### config.mk
export PLATFORM = sky130hd
export DESIGN_NAME = kdhd_merge
export DESIGN_NICKNAME = d
export VERILOG_FILES = /design/src/hw/rtl/kdhd_pkg.sv /design/src/hw/rtl/kdhd_merge.sv
export SDC_FILE = /design/constraint.sdc
export NUM_CORES = 1
export LEC_CHECK = 0
export BUFFER_PORTS_ARGS = -buffer_cell sky130_fd_sc_hd__buf_2
export CAP_MARGIN = 20
export CORE_UTILIZATION = 49
export DETAILED_ROUTE_END_ITERATION = 10
export PLACE_DENSITY = 0.8
export SLEW_MARGIN = 20
export SYNTH_ARGS = -nofsm -noshare
export SYNTH_HDL_FRONTEND = slang
export SYNTH_SLANG_ARGS = --single-unit
### constraint.sdc
create_clock -name i_clk -period 2.22 [get_ports i_clk]
set_input_delay 0 -clock i_clk [delete_from_list [all_inputs] [get_ports i_clk]]
set_output_delay 0 -clock i_clk [all_outputs]
set_load 0.01 [all_outputs]
### src/hw/rtl/kdhd_pkg.sv
`timescale 1ns / 1ps
// ----------------------------------------------------------------------------
// kdhd_pkg
// Shared widths, reset values, register indexes and event codes for the
// keypad debounce / hold detector.
// ----------------------------------------------------------------------------
package kdhd_pkg;

    // Field widths
    localparam int RAW_W     = 16;
    localparam int TIME_W    = 32;
    localparam int CFG_W     = 16;
    localparam int KIND_W    = 2;
    localparam int KEY_IDX_W = 4;
    localparam int CFG_IDX_W = 1;

    // Default key count
    localparam int KEY_COUNT_DEF = 16;

    // Register reset values
    localparam logic [CFG_W-1:0] HOLD_RESET = 16'd500;
    localparam logic [CFG_W-1:0] REL_RESET  = 16'd48;

    // Register indexes
    localparam logic [CFG_IDX_W-1:0] CFG_HOLD = 1'b0;
    localparam logic [CFG_IDX_W-1:0] CFG_REL  = 1'b1;

    // Event codes
    localparam logic [KIND_W-1:0] EV_DOWN = 2'd0;
    localparam logic [KIND_W-1:0] EV_UP   = 2'd1;
    localparam logic [KIND_W-1:0] EV_HOLD = 2'd2;
    localparam logic [KIND_W-1:0] EV_BAD  = 2'd3;

    // Per-key event found by one lane
    typedef struct packed {
        logic              fire;
        logic [KIND_W-1:0] kind;
    } t_lane_evt;

endpackage

### src/hw/rtl/kdhd_merge.sv
`timescale 1ns / 1ps
// ----------------------------------------------------------------------------
// kdhd_merge
// Collects the lane events of one scan and sends them out one item per
// cycle unless stalled, in ascending key order, marking the last one.
// ----------------------------------------------------------------------------
module kdhd_merge
    import kdhd_pkg::*;
#(
    parameter int LANES = KEY_COUNT_DEF
)(
    input  logic                 i_clk,
    input  logic                 i_rst_n,
    input  logic                 i_load,
    input  t_lane_evt            i_evt [LANES],
    input  logic [TIME_W-1:0]    i_now,
    output logic                 o_in_stall,
    output logic                 o_valid,
    input  logic                 i_stall,
    output logic [KIND_W-1:0]    o_event_kind,
    output logic [KEY_IDX_W-1:0] o_key_index,
    output logic [TIME_W-1:0]    o_event_time,
    output logic                 o_last_event
);

    logic [LANES-1:0]  r_mask, n_mask;
    logic [KIND_W-1:0] r_kind [LANES];
    logic [TIME_W-1:0] r_time;

    logic [LANES-1:0]     first;
    logic [KEY_IDX_W-1:0] idx;
    logic [KIND_W-1:0]    kind_sel;
    logic                 busy;
    logic                 last;
    logic                 pop;

    // Lowest pending key
    assign first = r_mask & (~r_mask + LANES'(1));
    assign busy  = |r_mask;
    assign last  = ~|(r_mask & ~first);
    assign pop   = busy && !i_stall;

    always_comb begin
        idx      = '0;
        kind_sel = '0;
        for (int k = 0; k < LANES; k++) begin
            if (first[k]) begin
                idx      = idx | KEY_IDX_W'(k);
                kind_sel = kind_sel | r_kind[k];
            end
        end
    end

    // Take a new scan once the current one is leaving on its last item
    assign o_in_stall   = busy && !(pop && last);
    assign o_valid      = busy;
    assign o_event_kind = kind_sel;
    assign o_key_index  = idx;
    assign o_event_time = r_time;
    assign o_last_event = last;

    always_comb begin
        n_mask = r_mask;
        if (i_load) begin
            for (int k = 0; k < LANES; k++) begin
                n_mask[k] = i_evt[k].fire;
            end
        end else if (pop) begin
            n_mask = r_mask & ~first;
        end
    end

    // Pending mask
    always_ff @(posedge i_clk) begin
        if (!i_rst_n) begin
            r_mask <= '0;
        end else begin
            r_mask <= n_mask;
        end
    end

    // Event payload of the held scan
    always_ff @(posedge i_clk) begin
        if (i_load) begin
            r_time <= i_now;
            for (int k = 0; k < LANES; k++) begin
                r_kind[k] <= i_evt[k].kind;
            end
        end
    end

`ifndef NO_ASSERTIONS
    // A scan is never loaded over items still waiting
    a_no_overwrite: assert property (@(posedge i_clk) disable iff (!i_rst_n)
        (busy && !(pop && last)) |-> !i_load)
        else $error("scan loaded while events pending");

    // Draining the last item without a new scan leaves the unit empty
    a_drain: assert property (@(posedge i_clk) disable iff (!i_rst_n)
        (pop && last && !i_load) |=> !busy)
        else $error("pending mask not empty after last item");

    // Last flag matches a single pending key
    a_last: assert property (@(posedge i_clk) disable iff (!i_rst_n)
        busy |-> (last == $onehot(r_mask)))
        else $error("last flag does not match pending mask");

    // A shown event carries a defined code
    a_kind: assert property (@(posedge i_clk) disable iff (!i_rst_n)
        busy |-> (kind_sel != EV_BAD))
        else $error("undefined event kind");
`endif

endmodule

After elaboration in Yosys (flattened, before gate mapping). Memory sizes are Yosys's and may differ from the RTL's. Index checks and enable logic that the tools add are counted.

Logic and storage cells: 67. RAM bits: 32. Input port bits: 84. Memory bits (read-only): 0. Flip-flop bits (word level): 48. Memories: 1. Latch bits: 0. Output and inout port bits: 41.

Add/sub/neg operators: 1. Equality and inequality tests: 0. $mul: 0. $lt $le $gt $ge: 0. Divide/modulo/power cells: 0. Shift-type cells: 0. Mux-type cells: 35. Reduce and logical (&&, ||, !) cells: 9. Bitwise gates (word level): 19.

Memories: r_kind (depth 16, width 2, rd ports 16, clocked after memory_dff 0, wr ports 16, RTL line kdhd_merge.sv:27) `logic [KIND_W-1:0] r_kind [LANES];`.

Operators by type and width (number): 2-bit two-way mux (18); 16-bit AND (2); 16-bit two-way mux (2); 4-bit two-way mux (8); 16-bit inverter (2); 16-bit OR reduction (2); 2-bit bitwise OR (15); 16-bit by 1-bit adder with 16-bit output (second input constant) (1); 3-bit two-way mux (4); 1-bit logical AND (3); 1-bit logical NOT (3); 1-bit two-way mux (3); 2-bit nonzero test (1).

Longest topological paths before layout. Gate-level depths: netlist of the first run.

Word-level depth: 34. Mapped depth: 7. Depth with buffers taken out: 5.

Least setup slack after synthesis of the first run. Ideal clock, no wire load.

Kind: reg-to-output. Start point: reg r_mask[2]. End point: out o_event_kind[0]. Setup slack: 0.349 ns. Stages on the path, launching flop included: 8. Arrival time: 1.871 ns. Data required time: 2.220 ns. Cells stage by stage: dfxtp_1 -> buf_6 -> or4_4 -> buf_6 -> or3_4 -> a211o_1 -> and4_1 -> nand4_1.

Cells in the longest elaborated chain, start to end: 30.

Ends and longest elaborated chain: from (decl) (RTL line kdhd_merge.sv:26) `logic [LANES-1:0] r_mask, n_mask;`; from (signal assigned) (RTL line kdhd_merge.sv:78) `r_mask <= n_mask;`; 16-bit inverter (RTL line kdhd_merge.sv:38) `assign first = r_mask & (~r_mask + LANES'(1));`; 16-bit by 1-bit adder with 16-bit output (RTL line kdhd_merge.sv:38); 16-bit AND (*) (RTL line kdhd_merge.sv:38); 2-bit two-way mux (RTL line kdhd_merge.sv:47) `if (first[k]) begin`; 2-bit bitwise OR (RTL line kdhd_merge.sv:49) `kind_sel = kind_sel | r_kind[k];`; 2-bit two-way mux (RTL line kdhd_merge.sv:47); 2-bit bitwise OR (RTL line kdhd_merge.sv:49); 2-bit two-way mux (RTL line kdhd_merge.sv:47); [... 14 more ...]; 2-bit bitwise OR (RTL line kdhd_merge.sv:49); 2-bit two-way mux (RTL line kdhd_merge.sv:47); 2-bit bitwise OR (RTL line kdhd_merge.sv:49); 2-bit two-way mux (RTL line kdhd_merge.sv:47); 2-bit bitwise OR (RTL line kdhd_merge.sv:49); 2-bit two-way mux (RTL line kdhd_merge.sv:47); 2-bit bitwise OR (RTL line kdhd_merge.sv:49); 2-bit two-way mux (*) (RTL line kdhd_merge.sv:47); to (decl) (RTL line kdhd_merge.sv:20) `output logic [KIND_W-1:0] o_event_kind,`.

Mark *: on every way between the ends. The rest lies on a longest branch, timed or not.

Worst setup path after layout of the first run.
Start point: reg r_mask[2]. End point: out o_event_kind[1].

Same word-level chain as after synthesis.

==> metrics, run 1 <==
Crit. path cell count=6; CP max stage cell=or4_4; xor and xnor area share after synthesis=0%; CTS Buf Count=9; H-tree depth=3; gpl congestion=about 0.87; final global-route overflow total=0; initial antenna violation count=0; Synth area leader=edfxtp_1; worst skew pair latency=0.35 ns; largest family of logic cells by synthesized area=simple AND/OR/NAND/NOR gates; core area=around 6500 µm²; most frequent cells in the layout=buf_2 (124), dlygate4sd3_1 (80), edfxtp_1 (64); Final Hold Viols=0; Layout Skew=between 0.01 and 0.015 ns; vias in the first global route=between 3k and 4k; clock share of power=32.1%; Leak=2.19 nW; largest net degree at the start of global routing=48; Synth area leaders=edfxtp_1 (57%), dfxtp_1 (9.5%), nand2_1 (2.5%); n_diodes=0; Int Pwr=about 0.0027 W; crit path cell chain=or4_4 > or3_4 > a211o_1 > and4_1 > nand4_1 > buf_2; mux cell area share after synthesis=0%; delay-heaviest family, CP=simple AND/OR/NAND/NOR gates; fillcell total=302; P&R area growth vs syn=58.9%; failing checks=DRC, setup timing; total global-route track usage=between 30% and 40%; RR Startpoint=r_mask[2]$_SDFFE_PN0P_; status=finished, violations left; CP Data Required Time=approximately 2.2 ns; r2r endpoint=r_mask[7]$_SDFFE_PN0P_; post-DR wirelength/cell=approximately 23 µm; Initial Util=51.7%; combinational power share=between 10% and 20%; WP buf/inv=1; first-pass GRT wire length=18,100 µm; part of the power in registers=48.3%; Buffers on Ports=124; remaining antenna violation count=0; CP Capture Type=primary output; Worst-Margin Slew=0.482 ns; RSZ-0062 raised after global routing=true; row count=29; CTS tree=built; sequential area share after synthesis=66.8%; simple-gate share of the synthesized area=between 10% and 20%; relative slew slack=roughly two thirds; Mean Syn Cell Area=around 13 µm²; fraction of layout instances using a drive strength above 1=roughly two fifths; Detailed Routing Iterations Pass 1=11; DRC errors left=4; Reg clk slew, reported paths=0.09 ns; Sw Share=between 20 and 30%; share of Yosys cell area claimed by the top area cell type=57.3%; Core Util, Final=82.1%; final setup fails=5; Distinct cells, synth=50; R2R Setup Slk=0.08 ns; CTS Buffer Depth=2; io pins=125; die height=84.8 µm; period utilisation layout=110%; cell area after synthesis=3360 µm²; Seq cells post-synth=80; clock net sink count=80; MaxCap Viol Count=0; Die Footprint=roughly 7000 µm²; max-slew violations=0; NumNets Final=563; Post-synth ARST share=0%; total power draw=around 0.0038 W; CP Launch Type=flip-flop; prevailing post-synth register cell=edfxtp_1; vias=around 3.5k; Layout Cells excl Fill=560; hold depth=1; Cells after DPL=about 450; initial DRC count=677; syn_nets=343; hpwl dp=roughly 5600 µm; Synth Area in Compound Gates=13.8%; vias per inst=6.22; hold_sp=i_load; routed wire length=roughly 13,000 µm; post-route minimum period=2.45 ns; Die Wd=84.8 µm; pwr dens=about 700 nW/µm²; post-synthesis adder-cell area fraction=0%; Ys Warns=0; Worst setup startpoint=r_mask[2]$_SDFFE_PN0P_; FF-to-FF path depth=5; Achievable Freq=just over 400 MHz; switching power total=0.00102 W; setup tns final=-0.650 ns; CP arrival=2.45 ns; worst vdd ir=0.483 mV; Min-Delay Path Class=input port to flip-flop; termination of the worst setup path=o_event_kind[1]; commonest non-fill, non-tap cell in the layout=buf_2; CP Max Fanout=5; Post-synth EDFFs=64; Worst Path Class, Setup=flip-flop to primary output; Mapped Cells=259; CTS root buf=clkbuf_8; Final Worst Setup Slack=-0.225 ns; crit-path max cell delay=0.62 ns
## flip-flops by register name, indices dropped and copies added, names as in the netlist
name / count
o_event_time: 32
r_mask: 16
r_kind: 32
## cells in the mapped netlist (3+ instances only)
library cell and number:
edfxtp_1 64, nand2_1 22, clkbuf_1 17, dfxtp_1 16
a21oi_1 12, a21boi_0 9, nand3_1 9, nor2_1 8
o21ai_0 8, nand4_1 7, a211o_1 6, nor3_1 6
o211ai_1 6, inv_1 5, nand3b_1 5, and3_1 4
nor2b_1 4, a221oi_1 3, a32oi_1 3, nor4_1 3
## repair_timing
action,CTS,global route
hold buffers,80,0
pin swaps,10,9
gates cloned,1,0
endpoints found under the hold margin,80,0
gates resized for setup,21,11
setup buffers,7,8
setup endpoints to repair,4,6
## routing by layer
layer  global-route usage (%)  up-vias  share of wire (%)
met2                     55.1      369                 47
met1                     42.3     1598                 36
met5                        0        -                  0
met4                     16.8        0                4.9
met3                     10.0       65                 12
li1                         -     1452                  -
## power groups by stage
| stage | clock network (W) | registers [W] | logic, W |
|---|---|---|---|
| after floorplan | 0 | 0.00183 | 0.000233 |
| after global placement | 0 | 0.00182 | 0.000456 |
| after detailed placement | 0 | 0.00183 | 0.000462 |
| after CTS | 0.00117 | 0.00179 | 0.000617 |
| after global routing | 0.00126 | 0.00182 | 0.000762 |
| final | 0.00120 | 0.00181 | 0.000734 |
## worst register-to-register path, stage by stage (launching register included)
cell and delay [ns]:
dfxtp_4 0.36, or4_4 0.62, or3_4 0.39, buf_4 0.16
o311ai_0 0.31, a21boi_0 0.17
## how the worst min path moves through the flow
| stage | to | slack [ns] |
|---|---|---|
| after floorplan | o_event_time[0]$_DFFE_PP_ | 0.1 |
| after global placement | r_kind[1][12]$_DFFE_PP_ | 0.18 |
| after detailed placement | o_event_time[10]$_DFFE_PP_ | 0.18 |
| after CTS | r_kind[1][12]$_DFFE_PP_ | 0.04 |
| after global routing | r_kind[1][12]$_DFFE_PP_ | 0.04 |
| final | r_kind[1][12]$_DFFE_PP_ | 0.04 |
## metrics by stage
step | hold WS (ns) | setup WS, ns | cell area (µm²)
floorplan | 0.0989 | 0.349 | 3360
global placement | 0.176 | 0.187 | 4070
detailed placement | 0.178 | 0.110 | 4070
CTS | 0.0379 | -0.0665 | 5220
global route | 0.0442 | -0.235 | 5330
finish | 0.0373 | -0.225 | 5330
## cell type report
type | instances | area [µm²] | share of cell area, %
sequential | 80 | 2260 | 42.4
timing repair buffer | 230 | 1630 | 30.6
multi-input combinational | 153 | 1110 | 20.8
clock buffer | 9 | 124 | 2.32
tap | 77 | 96.3 | 1.81
clock inverter | 6 | 92.6 | 1.74
inverter | 5 | 18.8 | 0.352
## cells by family (layout without fill, tap and decap cells)
| kind of cell | count (synthesis) | in the layout |
|---|---|---|
| buffers and inverters | 27 | 250 |
| DFF | 80 | 80 |
| and+or+nand+nor | 87 | 88 |
| AOI/OAI and AO/OA | 65 | 65 |
Note: power is estimated with default switching activity, not from simulation.
==> run 2, diff against run 1 <==
Settings changed: SETUP_SLACK_MARGIN from default to 0.5.
==> run 2 against run 1 <==
  * The flow still finishes with violations (DRC, setup timing)
  * Routed wire length is essentially flat
  * Final area grew 2.4%
  * Sequential cell count is the same
  * Global-route usage grew 0.67 points
  * Clock power shrank 14%
  * Register-to-register slack gained 0.03 ns
  * Largest power group unchanged
  * Highest routed layer unchanged
==> metrics, run 2 (synthesis gave the netlist of run 1 again) <==
MaxCap Viol Count=0 (unchanged); Worst Path Class, Setup=flip-flop to primary output; hold_sp=i_rst_n; worst skew pair latency=0.36 ns (about the same); failing checks=DRC, setup timing; Final Hold Viols=0 (unchanged); CP Max Fanout=11 (+6); core area=6490 µm² (unchanged); final global-route overflow total=0 (unchanged); gpl congestion=0.868 (-0.30%); RR Startpoint=r_mask[1]$_SDFFE_PN0P_; delay-heaviest family, CP=compound AO/OA/AOI/OAI gates; NumNets Final=573 (+1.8%); crit-path max cell delay=0.46 ns (-0.16 ns); CTS Buf Count=9 (unchanged); total global-route track usage=34.8% (+0.67 points); period utilisation layout=110% (-0.23 points); register area=2260 µm² (about the same); die height=84.8 µm (unchanged); initial DRC count=552 (-18%); vias=3,475 (-0.26%); first-pass GRT wire length=18,200 µm (+0.53%); status=finished, violations left; termination of the worst setup path=o_last_event; initial antenna violation count=0 (unchanged); Worst setup startpoint=r_mask[7]$_SDFFE_PN0P_; final setup fails=5 (unchanged); clock net sink count=80 (unchanged); FF-to-FF path depth=9 (+4); relative slew slack=55.9% (-12 points); CTS tree=built; Die Wd=84.8 µm (unchanged); worst vdd ir=0.596 mV (+23%); CP Capture Type=primary output; Die Footprint=7180 µm² (unchanged); crit path cell chain=nor4_4 > nand3_2 > a211o_1 > a211oi_2 > a21boi_2 > buf_2; Final Worst Setup Slack=-0.220 ns (+0.00506 ns); fillcell total=259 (-14%); max-slew violations=0 (unchanged); H-tree depth=3 (unchanged); n_diodes=0 (unchanged); routed wire length=12,800 µm (about the same); Buffers on Ports=124 (unchanged); r2r endpoint=r_mask[5]$_SDFFE_PN0P_; post-route minimum period=2.44 ns (-0.00506 ns); pwr dens=667 nW/µm² (-5.2%); Detailed Routing Iterations Pass 1=9 (-2); CTS Buffer Depth=2 (unchanged); row count=29 (unchanged); CP max stage cell=nor4_4; largest net degree at the start of global routing=54 (+13%); CTS root buf=clkbuf_8; Achievable Freq=410 MHz (+0.21%); Leak=2.24 nW (+2.4%); io pins=125 (unchanged); post-DR wirelength/cell=22.4 µm (-1.9%); vias per inst=6.09 (-2.2%); Reg clk slew, reported paths=0.09 ns (about the same); vias in the first global route=3,416 (+0.95%); RSZ-0062 raised after global routing=true; Min-Delay Path Class=input port to flip-flop; R2R Setup Slk=0.11 ns (+0.03 ns); CP Data Required Time=2.22 ns (about the same); multi-input logic area=1180 µm² (+6.4%); WP buf/inv=1 (unchanged); P&R area growth vs syn=62.8%; Core Util, Final=84.1% (+2.0 points); commonest non-fill, non-tap cell in the layout=buf_2; most frequent cells in the layout=buf_2 (124), dlygate4sd3_1 (81), edfxtp_1 (64); Layout Skew=0.0107 ns (-0.000688 ns); CP Launch Type=flip-flop; Initial Util=51.7% (unchanged); fraction of layout instances using a drive strength above 1=43.7% (+3.8 points); CP arrival=2.44 ns (about the same); Worst-Margin Slew=0.655 ns (+0.173 ns); pre-CTS setup slack=0.175 ns (+0.0651 ns); DRC errors left=4 (unchanged); remaining antenna violation count=0 (unchanged); Crit. path cell count=6 (unchanged); hpwl dp=5630 µm (+0.54%)
run 2: cell types whose count changed in the layout (fill, tap and decap cells not counted), moves of 3 or more:
cell	previous run	this run
o21ai_1	0	4
a21boi_0	9	2
buf_4	24	31
buf_6	1	4
a21boi_1	0	5
o21ai_0	8	4
run 2: final cells by class:
cell class,instances,area share (%)
sequential,80,41.4
multi-input combinational,152,21.6
tap,77,1.76
timing repair buffer,241,31.6
inverter,5,0.343
clock buffer,9,2.27
clock inverter,7,0.985
run 2: timing repair:
action | CTS | global route
endpoints found under the setup margin | 21 | 23
pin swaps | 17 | 19
resized for setup | 40 | 20
setup buffers | 14 | 9
endpoints found under the hold margin | 86 | 1
hold buffers | 80 | 1
run 2: power by group:
group          internal (W)  switching [W]  leakage (nW)
logic              0.000402       0.000398          1.39
registers           0.00174      0.0000719         0.763
clock network      0.000415       0.000619        0.0839
run 2: worst min-delay path by stage:
| stage | endpoint | cells past startpoint |
|---|---|---|
| floorplan | o_event_time[0]$_DFFE_PP_ | 0 |
| global placement | o_event_time[10]$_DFFE_PP_ | 1 |
| detailed placement | o_event_time[8]$_DFFE_PP_ | 1 |
| CTS | r_mask[0]$_SDFFE_PN0P_ | 3 |
| global route | r_mask[8]$_SDFFE_PN0P_ | 2 |
| finish | r_mask[8]$_SDFFE_PN0P_ | 2 |
run 2: per-layer routing:
layer	share of wire (%)	global-route usage (%)	vias up	wire, µm
met3	11	9.93	84	1370
met1	36	42.3	1580	4560
met5	0	0	-	0
li1	-	-	1467	-
met2	47	56.3	344	6040
met4	6.4	19.3	0	819
run 2: metrics by stage:
step,cell area (µm²),total power [W],setup TNS [ns],instances,hold WS [ns]
2_1_floorplan,3360,0.00207,0,259,0.0989
3_3_place_gp,4080,0.00229,0,451,0.176
3_5_place_dp,4080,0.00230,0,451,0.178
4_1_cts,5310,0.00345,-0.332,561,0.00472
5_1_grt,5460,0.00374,-1.05,571,0.0558
6_report,5460,0.00364,-0.836,571,0.0363
