**src/hw/rtl/kdhd_pkg.sv**
```systemverilog
`timescale 1ns / 1ps
// ----------------------------------------------------------------------------
// kdhd_pkg
// Shared widths, reset values, register indexes and event codes for the
// keypad debounce / hold detector.
// ----------------------------------------------------------------------------
package kdhd_pkg;

    // Field widths
    localparam int RAW_W     = 16;
    localparam int TIME_W    = 32;
    localparam int CFG_W     = 16;
    localparam int KIND_W    = 2;
    localparam int KEY_IDX_W = 4;
    localparam int CFG_IDX_W = 1;

    // Default key count
    localparam int KEY_COUNT_DEF = 16;

    // Register reset values
    localparam logic [CFG_W-1:0] HOLD_RESET = 16'd500;
    localparam logic [CFG_W-1:0] REL_RESET  = 16'd48;

    // Register indexes
    localparam logic [CFG_IDX_W-1:0] CFG_HOLD = 1'b0;
    localparam logic [CFG_IDX_W-1:0] CFG_REL  = 1'b1;

    // Event codes
    localparam logic [KIND_W-1:0] EV_DOWN = 2'd0;
    localparam logic [KIND_W-1:0] EV_UP   = 2'd1;
    localparam logic [KIND_W-1:0] EV_HOLD = 2'd2;
    localparam logic [KIND_W-1:0] EV_BAD  = 2'd3;

    // Per-key event found by one lane
    typedef struct packed {
        logic              fire;
        logic [KIND_W-1:0] kind;
    } t_lane_evt;

endpackage

```
**src/hw/rtl/kdhd_lane.sv**
```systemverilog
`timescale 1ns / 1ps
// ----------------------------------------------------------------------------
// kdhd_lane
// Debounce and hold tracking for a single key. Finds the event caused by
// the current scan and updates the key state when the scan is taken.
// ----------------------------------------------------------------------------
module kdhd_lane
    import kdhd_pkg::*;
(
    input  logic              i_clk,
    input  logic              i_rst_n,
    input  logic              i_en,
    input  logic              i_raw_bit,
    input  logic [TIME_W-1:0] i_now,
    input  logic [CFG_W-1:0]  i_hold_time,
    input  logic [CFG_W-1:0]  i_rel_time,
    output t_lane_evt         o_evt
);

    logic              r_stable, n_stable;
    logic              r_wait,   n_wait;
    logic              r_rep,    n_rep;
    logic [TIME_W-1:0] r_press,  n_press;
    logic [TIME_W-1:0] r_rel,    n_rel;

    logic [TIME_W-1:0] d_hold;
    logic [TIME_W-1:0] d_rel;
    logic              hold_ok;
    logic              rel_ok;

    // Wrap-around elapsed times; negative never reaches a threshold
    assign d_hold  = i_now - r_press;
    assign d_rel   = i_now - r_rel;
    assign hold_ok = !d_hold[TIME_W-1] && (d_hold >= TIME_W'(i_hold_time));
    assign rel_ok  = !d_rel[TIME_W-1]  && (d_rel  >= TIME_W'(i_rel_time));

    // Next key state and event
    always_comb begin
        n_stable   = r_stable;
        n_wait     = r_wait;
        n_rep      = r_rep;
        n_press    = r_press;
        n_rel      = r_rel;
        o_evt.fire = 1'b0;
        o_evt.kind = EV_DOWN;
        if (r_stable) begin
            if (i_raw_bit) begin
                n_wait = 1'b0;
                if (!r_rep && hold_ok) begin
                    n_rep      = 1'b1;
                    o_evt.fire = 1'b1;
                    o_evt.kind = EV_HOLD;
                end
            end else if (!r_wait) begin
                // first released scan only opens the window
                n_wait = 1'b1;
                n_rel  = i_now;
            end else if (rel_ok) begin
                n_stable   = 1'b0;
                n_wait     = 1'b0;
                n_rep      = 1'b0;
                n_press    = '0;
                o_evt.fire = 1'b1;
                o_evt.kind = EV_UP;
            end
        end else if (i_raw_bit) begin
            n_stable   = 1'b1;
            n_press    = i_now;
            n_wait     = 1'b0;
            n_rep      = 1'b0;
            o_evt.fire = 1'b1;
            o_evt.kind = EV_DOWN;
        end
    end

    // State registers, updated on each taken scan
    always_ff @(posedge i_clk) begin
        if (!i_rst_n) begin
            r_stable <= 1'b0;
            r_wait   <= 1'b0;
            r_rep    <= 1'b0;
            r_press  <= '0;
            r_rel    <= '0;
        end else if (i_en) begin
            r_stable <= n_stable;
            r_wait   <= n_wait;
            r_rep    <= n_rep;
            r_press  <= n_press;
            r_rel    <= n_rel;
        end
    end

endmodule

```
**config.mk**
```make
export PLATFORM = sky130hd
export DESIGN_NAME = kdhd_lane
export DESIGN_NICKNAME = d
export VERILOG_FILES = /design/src/hw/rtl/kdhd_pkg.sv /design/src/hw/rtl/kdhd_lane.sv
export SDC_FILE = /design/constraint.sdc
export NUM_CORES = 1
export LEC_CHECK = 0
export BUFFER_PORTS_ARGS = -buffer_cell sky130_fd_sc_hd__buf_2
export CAP_MARGIN = 5
export CORE_ASPECT_RATIO = 1.75
export CORE_MARGIN = 5
export CORE_UTILIZATION = 55
export DETAILED_ROUTE_END_ITERATION = 10
export MAX_ROUTING_LAYER = met4
export PLACE_DENSITY = 0.75
export SYNTH_ARGS = -nofsm -noshare
export SYNTH_HDL_FRONTEND = slang
export SYNTH_SLANG_ARGS = --single-unit
```
**constraint.sdc**
```tcl
create_clock -name i_clk -period 7.2 [get_ports i_clk]
set_input_delay 0.36 -clock i_clk [delete_from_list [all_inputs] [get_ports i_clk]]
set_output_delay 0.36 -clock i_clk [all_outputs]
set_load 0.005 [all_outputs]
```
Yosys cells after proc, flatten, opt, wreduce, memory -nomap -nowiden. Index checks and enable logic that the tools add are counted. Widths: inputs -> output; s select.

Register bits: 67. Bits in latches: 0. Memory bits (writable): 0. Memory bits (read-only): 0. Input port bits: 68. Output and inout port bits: 3. Word-level logic and storage cells: 50. Memories: 0.

Add/subtract/negate cells: 2. $mul: 0. Div/mod/pow operators: 0. Order comparisons: 2. Equal/unequal tests: 2. Shift-type cells: 0. Muxes and demuxes: 24. Bitwise logic cells: 2. Reductions and logical operators: 13.

Operator list (number): $mux 32 (5); $ge 32x16->1 (2); $sub 32x32->32 (2); $mux 3 (6); $mux 1 (13); $reduce_and 5->1 (2); $reduce_bool 2->1 (3); $reduce_and 4->1 (1); $logic_and 1x1->1 (3); $logic_not 1->1 (3); $ne 3x2->1 const B (1); $ne 2x2->1 const B (1); $not 1->1 (2); $reduce_and 2->1 (1).

Logic depth before layout (Yosys ltp). Gate-level depths: netlist of the first run.

Word-level depth: 7. Gate-level depth with buffers: 23.

Worst setup path after synthesis of the first run. Ideal clock, no wire load.

Path type: input to output. From: input port i_now[0]. To: output port o_evt[0] (netlist bit). Arrival time: 4202 ps. Data required time: 6840 ps. Setup slack: 2638 ps. Stages on the path: 22. Cell sequence: inv_1 > ha_1 > inv_1 > fa_1 > a21o_1 > a221o_1 > nand3_1 > nand2_1 > a21o_1 > a21oi_1 > xnor2_1 > ha_1 > a21o_1 > nand2_1 > a21oi_1 > nor4_1 > o311ai_0 > nor4bb_1 > nand4b_1 > nor4b_4 > nor2_2 > buf_6.

RTL lines: start: declaration (line kdhd_lane.sv:14) `input logic [TIME_W-1:0] i_now,`; end: declaration (line kdhd_lane.sv:17) `output t_lane_evt o_evt`.

==> summary.txt, run 1 <==
Critical path
  – Family with the most delay on the worst path: simple AND/OR/NAND/NOR gates
  – Most Frequent Cell on Critical Path: a21o_1
  – Worst setup SP type: flip-flop
  – Critical path required time: about 6.8 ns
  – Kind of critical path: reg -> out
  – Worst Path Max Fanout: 33
  – Worst-path cell chain: ha_1 -> inv_1 -> fa_1 -> a21o_1 -> a221o_1 -> nand3_1 -> nand2_1 -> a21o_1 -> a21oi_1 -> xnor2_1 -> ha_1 -> a21o_1 -> nand2_1 -> a21oi_1 -> nor4_1 -> o311ai_0 -> nor4bb_1 -> nand4b_1 -> nor4b_4 -> nor2_4 -> buf_4 -> buf_2
  – Critical path arrival: 5.21 ns
  – Crit path buf inv count: 3
  – Crit end category: output pin
  – Max incr delay on CP: 0.49 ns
  – CP max stage cell: nor4b_4

Placed design
  – Placed inst area: between 7000 and 8000 um^2
  – Cells after DPL: 1228
  – Post-Place Worst Slack: around 1.7 ns
  – IO buf count: 70
  – Gpl congestion: around 0.9
  – Final HPWL DP: about 15 mm

Clocking
  – Worst skew pair latency: 0.33 ns
  – Post-CTS Setup Bufs: 0
  – Num CTS Buffers: 9
  – Cts hold-fix bufs: 0
  – Root Buffer: clkbuf_16
  – TritonCTS Sinks: 67
  – H-tree levels: 3
  – TritonCTS clock tree: yes
  – CTS Buffer Depth: 2
  – Clock-pin slew on the worst setup and hold paths: ~0.050 ns
  – Post-CTS sizing: 0

Run status
  – Outcome: complete, no violations

Hold path
  – Worst hold path type: in -> reg

Synthesis
  – Synth Warn #: 0
  – Mean post-synth cell area: around 7.3 um^2
  – Netlist cell types: 68
  – Synthesized net count: roughly 1200
  – Post-Synthesis Cells: just over 1000
  – Seq/Total Area, Yosys: 0.177
  – Post-Syn Area: between 7000 and 8000 um^2
  – Post-synth ARST share: 0
  – Post-synth EDFFs: 0
  – #FFs+latches synth: 67
  – Top_reg_cell synth: dfxtp_1

Detailed routing
  – Vias: about 7500
  – Vias per inst: about 6
  – Drt initial violations: ~440
  – Routed WL: 19.2 mm
  – Drt pass-1 iters: 6
  – ANT nets after route: 0
  – DRC viols: 0
  – Per-cell routed wire length: 15.5 um

Cells and area
  – Layout Nets: ~1200
  – Area of the multi-input gates: about 5600 um^2
  – Final Instance Area: ~8200 um^2
  – # fillers: 1304
  – Share of cells above drive strength 1: 0.121
  – Area grow syn2layout: 9.05%
  – Reg area: between 1000 and 1500 um^2
  – Post-layout util: 0.613
  – Final non-filler cell total: between 1000 and 1500
  – Ant. Diodes: 0

STA
  – RSZ-0062 raised after global routing: no
  – # setup viols final: 0
  – Post-Route Setup TNS: 0 ns
  – Slew Limit Fails: 0
  – Final Cycle Share: 0.774
  – Slew headroom: 0.216
  – Tmin final: ~5.6 ns
  – Final Skew: just over 0.006 ns
  – Worst hold slack: roughly 0.28 ns
  – Setup ws final: roughly 1.6 ns
  – Worst-Margin Slew: 1.17 ns
  – Highest clock rate: around 0.18 GHz
  – Final Hold Fails: 0

Pwr
  – Switching part of the total: 0.338
  – Clk pwr share: 0.334
  – Peak VDD IR: about 0.12 mV
  – P_int: between 0.9 and 1 mW
  – Sequential share of power: 0.295
  – Logic pwr share: 0.372
  – Lkg Pwr: roughly 3.4 nW
  – Sw Pwr: 0.460 mW
  – Power Dens Cells: 165 nW/um^2
  – Total Power: 1.36 mW

Floorplanning
  – Die ar.: approximately 16000 um^2
  – Initial Util: 0.562
  – IO Pins: between 70 and 80
  – Chip height: 165 um
  – # rows: 56
  – Core Region: 13500 um^2
  – Die Wd: between 90 and 100 um

GRT
  – Gr ovfl total: 0
  – Vias in the first global route: around 7000
  – Total GRT Usage: 0.239
  – Largest net degree at the start of global routing: slightly above 100
  – First-pass GRT wire length: ~32 mm
  – Antenna violations before repair: 0

Run
  – Number of max-cap violations: 0
==> cell type report <==
class                   instances  area share
multi-input cells             805       0.677
flip-flops and latches         67       0.163
inverters                     108      0.0492
repair buffers                 74      0.0461
clock buffers                  14      0.0345
well taps                     174      0.0264
clock inverters                 1     0.00364
==> placed cells by master (no fill, tap or decap), types with 19 or more instances in the layout <==
cell,count
a21boi_0,35
a21o_1,31
a21oi_1,74
a32oi_1,32
buf_2,70
dfxtp_1,67
ha_1,94
inv_1,107
nand2_1,140
nand3_1,54
nor2_1,37
o21ai_0,48
o21ai_2,29
xnor2_1,20
xor2_1,19
==> registers in the layout, summed over array words and instances, names as in the netlist <==
register and count:
r_rep 1, r_stable 1, r_rel 32, r_wait 1
r_press 32
==> power by group through the flow <==
stage	Combinational, mW	Sequential (mW)	Clock [mW]
2_1_floorplan	0.379	0.405	0
3_3_place_gp	0.494	0.408	0
6_report	0.507	0.402	0.455
3_5_place_dp	0.502	0.409	0
5_1_grt	0.574	0.404	0.476
4_1_cts	0.505	0.401	0.460
==> routing by layer <==
layer	track usage	share of wire	routed length, um
met1	0.276	0.43	8210
met2	0.423	0.51	9760
met3	0.0147	0.029	559
met4	0.111	0.037	720
met5	-	0	0
==> tightest hold or removal path, cell delays in order <==
cell     delay [ns]
buf_2          0.10
a32oi_1        0.07
o21ai_2        0.05
==> cell usage after synthesis, types with 3 or more instances <==
master     instances  share of area
nor3_1             9         0.0060
dfxtp_1           67           0.18
a21boi_0          35          0.035
clkbuf_1          55          0.027
nand3b_1           3         0.0030
nor3b_1            4         0.0040
nor2b_1            4         0.0033
or3_1              7         0.0058
a211o_1            7         0.0081
a211oi_1           9         0.0089
a41oi_1            3         0.0035
o21bai_1           7         0.0070
mux2i_1            6         0.0079
and3_1             8         0.0066
o221ai_1           6         0.0070
o311ai_0           4         0.0046
ha_1              94           0.16
o211ai_1          11          0.011
buf_6              3         0.0045
nand4_1           17          0.014
nor4_1             5         0.0041
and2_1             4         0.0033
nand3_1           54          0.036
a31oi_1            7         0.0058
xor2_1            19          0.022
o31ai_1            3         0.0030
o21ai_2           29          0.034
o21ai_0           48          0.032
a21oi_1           74          0.049
nand2b_1          10         0.0083
a21o_1            31          0.031
a32oi_1           32          0.037
inv_1            107          0.053
o2111ai_1          3         0.0035
o21a_1            12          0.012
xnor2_1           20          0.023
nor2_1            38          0.019
and4_1             4         0.0046
nand2_1          140          0.070
==> cell families (layout without fill, tap and decap cells) <==
| family | Yosys count | in the layout | synth area share |
|---|---|---|---|
| AOI/OAI and AO/OA | 344 | 344 | 0.319 |
| buffers and inverters | 166 | 197 | 0.0854 |
| DFF | 67 | 67 | 0.177 |
| muxes | 6 | 6 | 0.00795 |
| adders and majority gates | 96 | 96 | 0.161 |
| xor gates and xnor gates | 39 | 39 | 0.0452 |
| and+or+nand+nor | 320 | 320 | 0.204 |
==> path summary, 6_finish.rpt <==
path                               from                        to  slack [ns]  depth (start not counted)
setup / recovery  r_rel[0]$_SDFFE_PN0P_                  o_evt[0]        1.63                         22
hold / removal                 i_now[0]   r_press[0]$_SDFFE_PN0P_        0.28                          3
setup reg to reg  r_rel[0]$_SDFFE_PN0P_  r_press[23]$_SDFFE_PN0P_        2.24                         22
hold reg to reg   r_rel[1]$_SDFFE_PN0P_     r_rel[1]$_SDFFE_PN0P_        0.46                          2
No activity file was read; power rests on OpenSTA's default activity.
==> inputs of run 2 (changes only) <==
- PLACE_DENSITY: 0.75 -> 0.78
- clock period: 7.2 -> 5.05 ns (I/O delays scaled with it)
==> run 2 against run 1 <==
  * First-iteration DRC count increased by 6.9%
  * Sequential cell count unchanged
  * Final cell count rose by 1.7%
  * Core utilization grew 1.9 points
  * Worst hold slack lost 0.11 ns
  * Register-to-register slack got worse by 1.9 ns
  * Final area up 3.1%
  * Setup slack lost 1.5 ns
  * Via count rose by 2.4%
  * Critical endpoint unchanged
==> summary.txt, run 2 (same netlist as run 1, synthesis figures left out) <==
Run status
  – Outcome: complete, no violations

Critical path
  – Kind of critical path: reg -> out
  – Critical path arrival: 4.62 ns (-0.59 ns)
  – Worst Path Max Fanout: 5 (-85%)
  – Worst flop-to-flop path startpoint: r_rel[0]$_SDFFE_PN0P_
  – Depth of the most critical reg-to-reg path: 24 (+9.1%)
  – Max incr delay on CP: 0.37 ns (-0.12 ns)
  – Family with the most delay on the worst path: simple AND/OR/NAND/NOR gates
  – Worst-path cell chain: ha_4 -> inv_2 -> fa_2 -> a21o_1 -> a221o_1 -> nand3_1 -> nand2_1 -> a21o_1 -> a21oi_2 -> xnor2_1 -> ha_1 -> a21o_1 -> nand2_1 -> a21oi_2 -> nor4_2 -> o311ai_1 -> nor4bb_1 -> nand4b_1 -> nor4b_4 -> buf_4 -> nor2_4 -> buf_2
  – CP max stage cell: nor4b_4
  – Critical path required time: 4.80 ns (-2.04 ns)
  – Reg2reg end: r_press[13]$_SDFFE_PN0P_
  – Crit path buf inv count: 3 (unchanged)
  – Worst setup SP type: flip-flop
  – Crit end category: output pin
  – Worst R2R Setup Slack: 0.35 ns (-1.89 ns)
  – Most Frequent Cell on Critical Path: a21o_1

GRT
  – Largest net degree at the start of global routing: 102 (unchanged)
  – First-pass GRT wire length: 32.7 mm (+2.4%)
  – Vias in the first global route: 7267 (+4.0%)
  – Gr ovfl total: 0 (unchanged)
  – Total GRT Usage: 0.245 (+0.00559)
  – Antenna violations before repair: 1 (+1)

Placed design
  – Final HPWL DP: 15.4 mm (about the same)
  – IO buf count: 70 (unchanged)
  – Gpl congestion: 0.904 (-0.48%)
  – Placed inst area: 7960 um^2 (+0.44%)

Hold path
  – WHS Endpoint: r_press[0]$_SDFFE_PN0P_
  – Hold depth: 3 (unchanged)
  – Worst hold path type: in -> reg
  – Hold_sp: i_now[0]

STA
  – Tmin final: 4.88 ns
  – RSZ-0062 raised after global routing: yes
  – Final Cycle Share: 0.966
  – Final Skew: 0.00620 ns (+0.000104 ns)
  – # setup viols final: 0 (unchanged)
  – Highest clock rate: around 0.21 GHz
  – Final Hold Fails: 0 (unchanged)
  – Worst-Margin Slew: 1.18 ns (+0.00554 ns)
  – Slew Limit Fails: 0 (unchanged)
  – Slew headroom: 0.212 (-0.00371)

Pwr
  – Clk pwr share: 0.293 (-0.041)
  – Peak VDD IR: 0.164 mV (+37%)
  – Power Dens Cells: 223 nW/um^2 (+35%)
  – Sw Pwr: 0.677 mW (+47%)
  – Switching part of the total: 0.356 (+0.0187)
  – Sequential share of power: 0.302 (+0.007)
  – P_int: 1.22 mW (+35%)
  – Lkg Pwr: 3.44 nW (+2.6%)
  – Logic pwr share: 0.405 (+0.033)

Cells and area
  – Biggest regs: r_press (32), r_rel (32)
  – Final Instance Area: 8500 um^2 (+3.1%)
  – # fillers: 1268 (-2.8%)
  – Share of cells above drive strength 1: 0.161 (+0.0400)
  – Post-layout util: 0.632 (+0.0191)
  – Most frequent cells in the layout: nand2_1, inv_1, ha_1
  – Layout Nets: 1249 (+1.6%)
  – Area grow syn2layout: 12.4%
  – Commonest non-fill, non-tap cell in the layout: nand2_1

Detailed routing
  – Routed WL: 19.9 mm (+3.4%)
  – Drt pass-1 iters: 5 (-1)
  – ANT nets after route: 0 (unchanged)
  – DRC viols: 0 (unchanged)
  – Per-cell routed wire length: 15.7 um (+1.7%)
  – Vias per inst: 6.04 (+0.70%)
  – Drt initial violations: 467 (+6.9%)
  – Vias: 7639 (+2.4%)

Floorplanning
  – IO Pins: 71 (unchanged)
  – Initial Util: 0.562 (unchanged)
  – # rows: 56 (unchanged)
  – Core Region: 13500 um^2 (unchanged)
  – Die ar.: 16300 um^2 (unchanged)
  – Chip height: 165 um (unchanged)
  – Die Wd: 98.6 um (unchanged)

Clocking
  – CTS Buffer Depth: 2 (unchanged)
  – Num CTS Buffers: 9 (unchanged)
  – Cts hold-fix bufs: 0 (unchanged)
  – H-tree levels: 3 (unchanged)
  – Clock-pin slew on the worst setup and hold paths: 0.05 ns (about the same)
  – TritonCTS clock tree: yes
  – Root Buffer: clkbuf_16
  – Worst skew pair latency: 0.33 ns (about the same)
  – TritonCTS Sinks: 67 (unchanged)

Run
  – Number of max-cap violations: 0 (unchanged)
==> run 2: worst reg2reg max path: cells and delay by family (launching register included) <==
| kind | cells | cell delay [ns] |
|---|---|---|
| and+or+nand+nor | 8 | 1.46 |
| AOI/OAI and AO/OA | 8 | 1.41 |
| adders and majority gates | 3 | 0.82 |
| buffers and inverters | 4 | 0.53 |
| DFF | 1 | 0.34 |
| xor gates and xnor gates | 1 | 0.08 |
==> run 2: stage by stage <==
stage | cells | setup TNS (ns) | hold slack, ns | total power [mW] | setup WS (ns)
detailed placement | 1231 | 0 | 0.459 | 1.30 | 0.0368
finish | 1264 | 0 | 0.170 | 1.90 | 0.174
floorplan | 1038 | 0 | 0.372 | 1.12 | 0.703
global placement | 1231 | 0 | 0.452 | 1.29 | 0.140
CTS | 1248 | 0 | 0.162 | 1.86 | 0.00661
global route | 1264 | -0.0674 | 0.175 | 2.03 | -0.0338
==> run 2: power by group through the flow <==
stage	Clock, mW	Sequential, mW	Combinational (mW)
finish	0.556	0.573	0.770
detailed placement	0	0.583	0.719
global placement	0	0.582	0.708
global route	0.586	0.576	0.864
floorplan	0	0.578	0.541
CTS	0.561	0.572	0.729
==> run 2: cell type report <==
class / instances / area (um^2) / share of cell area
multi-input combinational: 805 / 5720 / 0.673
sequential: 67 / 1350 / 0.158
timing repair buffer: 94 / 547 / 0.0643
inverter: 108 / 405 / 0.0477
clock buffer: 12 / 246 / 0.0290
tap: 174 / 218 / 0.0256
clock inverter: 3 / 15.0 / 0.00177
antenna: 1 / 2.50 / 0.000294
==> run 2: worst max-delay path by stage <==
stage	start	endpoint	slack (ns)	cells after the start
after global routing	r_rel[0]$_SDFFE_PN0P_	o_evt[2]	-0.03	22
after global placement	i_now[0]	o_evt[0]	0.14	24
after floorplan	i_now[0]	o_evt[0]	0.70	22
after CTS	r_rel[0]$_SDFFE_PN0P_	o_evt[0]	0.007	22
final	r_rel[0]$_SDFFE_PN0P_	o_evt[0]	0.17	22
after detailed placement	i_now[0]	r_press[15]$_SDFFE_PN0P_	0.04	25
==> run 2: metal layers <==
| metal | track usage | vias to the layer above | routed length (um) |
|---|---|---|---|
| li1 | - | 3851 | - |
| met1 | 0.278 | 3581 | 8480 |
| met2 | 0.443 | 169 | 10300 |
| met3 | 0.0181 | 38 | 529 |
| met4 | 0.100 | 0 | 606 |
| met5 | - | - | 0 |
==> run 2: repair_timing <==
| action | in CTS | in global routing |
|---|---|---|
| pin swaps | 4 | 16 |
| setup endpoints to repair | 3 | 3 |
| resized for setup | 3 | 29 |
| buffers inserted | 2 | 15 |
==> inputs of run 3 (changes only) <==
- PLACE_DENSITY: 0.78 -> 0.75
- clock period: 5.05 -> 5.5 ns (I/O delays scaled with it)
==> run 3 against run 2 <==
  * Core utilization down 1.8 points
  * Sequential share of layout area up 0.42 points
  * Clock skew about the same
  * Die area stayed put
  * Critical path depth is 3 lower
  * Via count shrank 2.1%
  * Final area is 2.9% lower
  * Power decreased by 8.0%
  * Sequential power shrank 8.4%
  * Clock power up 0.9%
  * Worst hold slack better by 0.017 ns
  * Wire length down 3.8%
  * Critical path type unchanged
  * Highest routed layer unchanged
==> summary.txt, run 3 (same netlist as run 1, synthesis figures left out) <==
Run status
  – Outcome: complete, no violations

Clocking
  – Num CTS Buffers: 9 (unchanged)
  – CTS Buffer Depth: 2 (unchanged)
  – Worst skew pair latency: 0.33 ns (about the same)
  – Clock-pin slew on the worst setup and hold paths: 0.06 ns (about the same)
  – TritonCTS clock tree: yes
  – Cts hold-fix bufs: 0 (unchanged)
  – TritonCTS Sinks: 67 (unchanged)
  – H-tree levels: 3 (unchanged)
  – Root Buffer: clkbuf_16

Floorplanning
  – Core Region: 13500 um^2 (unchanged)
  – Die ar.: 16300 um^2 (unchanged)
  – Die Wd: 98.6 um (unchanged)
  – # rows: 56 (unchanged)
  – Chip height: 165 um (unchanged)
  – Initial Util: 0.562 (unchanged)
  – IO Pins: 71 (unchanged)

Cells and area
  – Post-layout util: 0.614 (-0.0181)
  – Final non-filler cell total: 1246 (-1.4%)
  – Commonest non-fill, non-tap cell in the layout: nand2_1
  – Most frequent cells in the layout: nand2_1, inv_1, ha_1
  – Layout Nets: 1231 (-1.4%)
  – Area of the multi-input gates: 5590 um^2 (-2.3%)
  – Ant. Diodes: 0 (-1)
  – Share of cells above drive strength 1: 0.125 (-0.0357)
  – Reg area: 1340 um^2 (-0.28%)
  – Area grow syn2layout: 9.22%
  – Biggest regs: r_press (32), r_rel (32)
  – # fillers: 1305 (+2.9%)

Critical path
  – Family with the most delay on the worst path: compound AO/OA/AOI/OAI gates
  – CP max stage cell: or4_1
  – Origin of the worst setup path: r_press[6]$_SDFFE_PN0P_
  – Crit path buf inv count: 2 (-1)
  – Most Frequent Cell on Critical Path: a21o_1
  – Worst Path Max Fanout: 6 (+1)
  – Worst-path cell chain: inv_1 -> ha_1 -> a21o_1 -> a21o_1 -> a31o_2 -> nor3b_2 -> xnor2_1 -> ha_1 -> a21o_1 -> a21o_1 -> a211oi_1 -> o221ai_1 -> or4_1 -> a211o_1 -> nor4_1 -> nand4_1 -> o21ai_1 -> o31ai_1 -> buf_2
  – Worst setup SP type: flip-flop
  – Kind of critical path: reg -> out
  – Logic depth of the worst path, buffers included: 19 (-14%)
  – Max incr delay on CP: 0.42 ns (+0.05 ns)
  – Worst flop-to-flop path startpoint: r_rel[0]$_SDFFE_PN0P_
  – Reg2reg end: r_press[22]$_SDFFE_PN0P_
  – Crit end category: output pin
  – Depth of the most critical reg-to-reg path: 22 (-8.3%)
  – Worst Setup EP: o_evt[2]
  – Worst R2R Setup Slack: 0.81 ns (+0.46 ns)
  – Critical path arrival: 4.86 ns (+0.24 ns)
  – Critical path required time: 5.22 ns (+0.42 ns)

Detailed routing
  – Drt pass-1 iters: 5 (unchanged)
  – ANT nets after route: 0 (unchanged)
  – DRC viols: 0 (unchanged)
  – Per-cell routed wire length: 15.4 um (-2.4%)
  – Drt initial violations: 412 (-12%)
  – Vias per inst: 6.00 (-0.71%)
  – Vias: 7477 (-2.1%)
  – Routed WL: 19.1 mm (-3.8%)

STA
  – Post-Route Setup TNS: 0 ns (unchanged)
  – Highest clock rate: 0.195 GHz
  – RSZ-0062 raised after global routing: no
  – Final Cycle Share: 0.934
  – Slew Limit Fails: 0 (unchanged)
  – Slew headroom: 0.203 (-0.00849)
  – Tmin final: 5.13 ns
  – Final Skew: 0.00619 ns (-0.00000596 ns)
  – # setup viols final: 0 (unchanged)
  – Final Hold Fails: 0 (unchanged)
  – Worst-Margin Slew: 1.19 ns (+0.0127 ns)
  – Worst hold slack: 0.187 ns (+0.0166 ns)

GRT
  – First-pass GRT wire length: 31.9 mm (-2.5%)
  – Largest net degree at the start of global routing: 102 (unchanged)
  – Total GRT Usage: 0.239 (-0.00594)
  – Gr ovfl total: 0 (unchanged)
  – Vias in the first global route: 7033 (-3.2%)
  – Antenna violations before repair: 0 (-1)

Pwr
  – Lkg Pwr: 3.36 nW (-2.5%)
  – Peak VDD IR: 0.148 mV (-9.5%)
  – Power Dens Cells: 212 nW/um^2 (-5.2%)

Run
  – Number of max-cap violations: 0 (unchanged)

Placed design
  – Final HPWL DP: 15.3 mm (-0.98%)
  – Gpl congestion: 0.925 (+2.3%)
  – IO buf count: 70 (unchanged)
  – Cells after DPL: 1228 (-0.24%)

Hold path
  – Worst hold path type: in -> reg
  – Hold depth: 3 (unchanged)
[run 3: area by class of cell]
cell class | instances | area share
clock buffer | 9 | 0.0273
clock inverter | 7 | 0.00834
tap | 174 | 0.0264
sequential | 67 | 0.162
inverter | 108 | 0.0491
multi-input combinational | 805 | 0.677
timing repair buffer | 76 | 0.0494
[run 3: per-stage QoR]
stage               setup slack, ns  instance area, um^2  total power, mW
finish                        0.365                 8260             1.75
global route                 0.0444                 8260             1.87
detailed placement            0.408                 7940             1.19
floorplan                      1.11                 7560             1.03
CTS                           0.188                 8240             1.75
global placement              0.440                 7940             1.18
[run 3: what timing repair did]
item,4_1_cts,5_1_grt
setup endpoints to repair,0,3
setup buffers,0,2
gates resized for setup,0,1
[run 3: worst min-delay path, cell delays in order]
cell     delay, ns
buf_2         0.10
a32oi_1       0.06
o21ai_2       0.05
[run 3: worst min-delay path by stage]
stage                                      from                  endpoint
after floorplan                       i_now[22]  r_press[22]$_SDFFE_PN0P_
after global routing                   i_now[0]   r_press[0]$_SDFFE_PN0P_
after CTS                              i_now[0]   r_press[0]$_SDFFE_PN0P_
final                                  i_now[0]   r_press[0]$_SDFFE_PN0P_
after detailed placement  r_rel[8]$_SDFFE_PN0P_     r_rel[8]$_SDFFE_PN0P_
after global placement    r_rel[5]$_SDFFE_PN0P_     r_rel[5]$_SDFFE_PN0P_
[run 3: routing by layer]
layer / up-vias / share of wire / track usage
met5: - / 0 / -
met4: 0 / 0.026 / 0.0907
met3: 39 / 0.025 / 0.0130
met2: 143 / 0.52 / 0.434
met1: 3479 / 0.43 / 0.275
li1: 3816 / - / -
[run 3: power breakdown]
part	leakage, nW	internal [mW]	switching [mW]
Clock	0.141	0.349	0.213
Combinational	2.67	0.276	0.386
Sequential	0.545	0.508	0.0169
Total	3.36	1.13	0.615
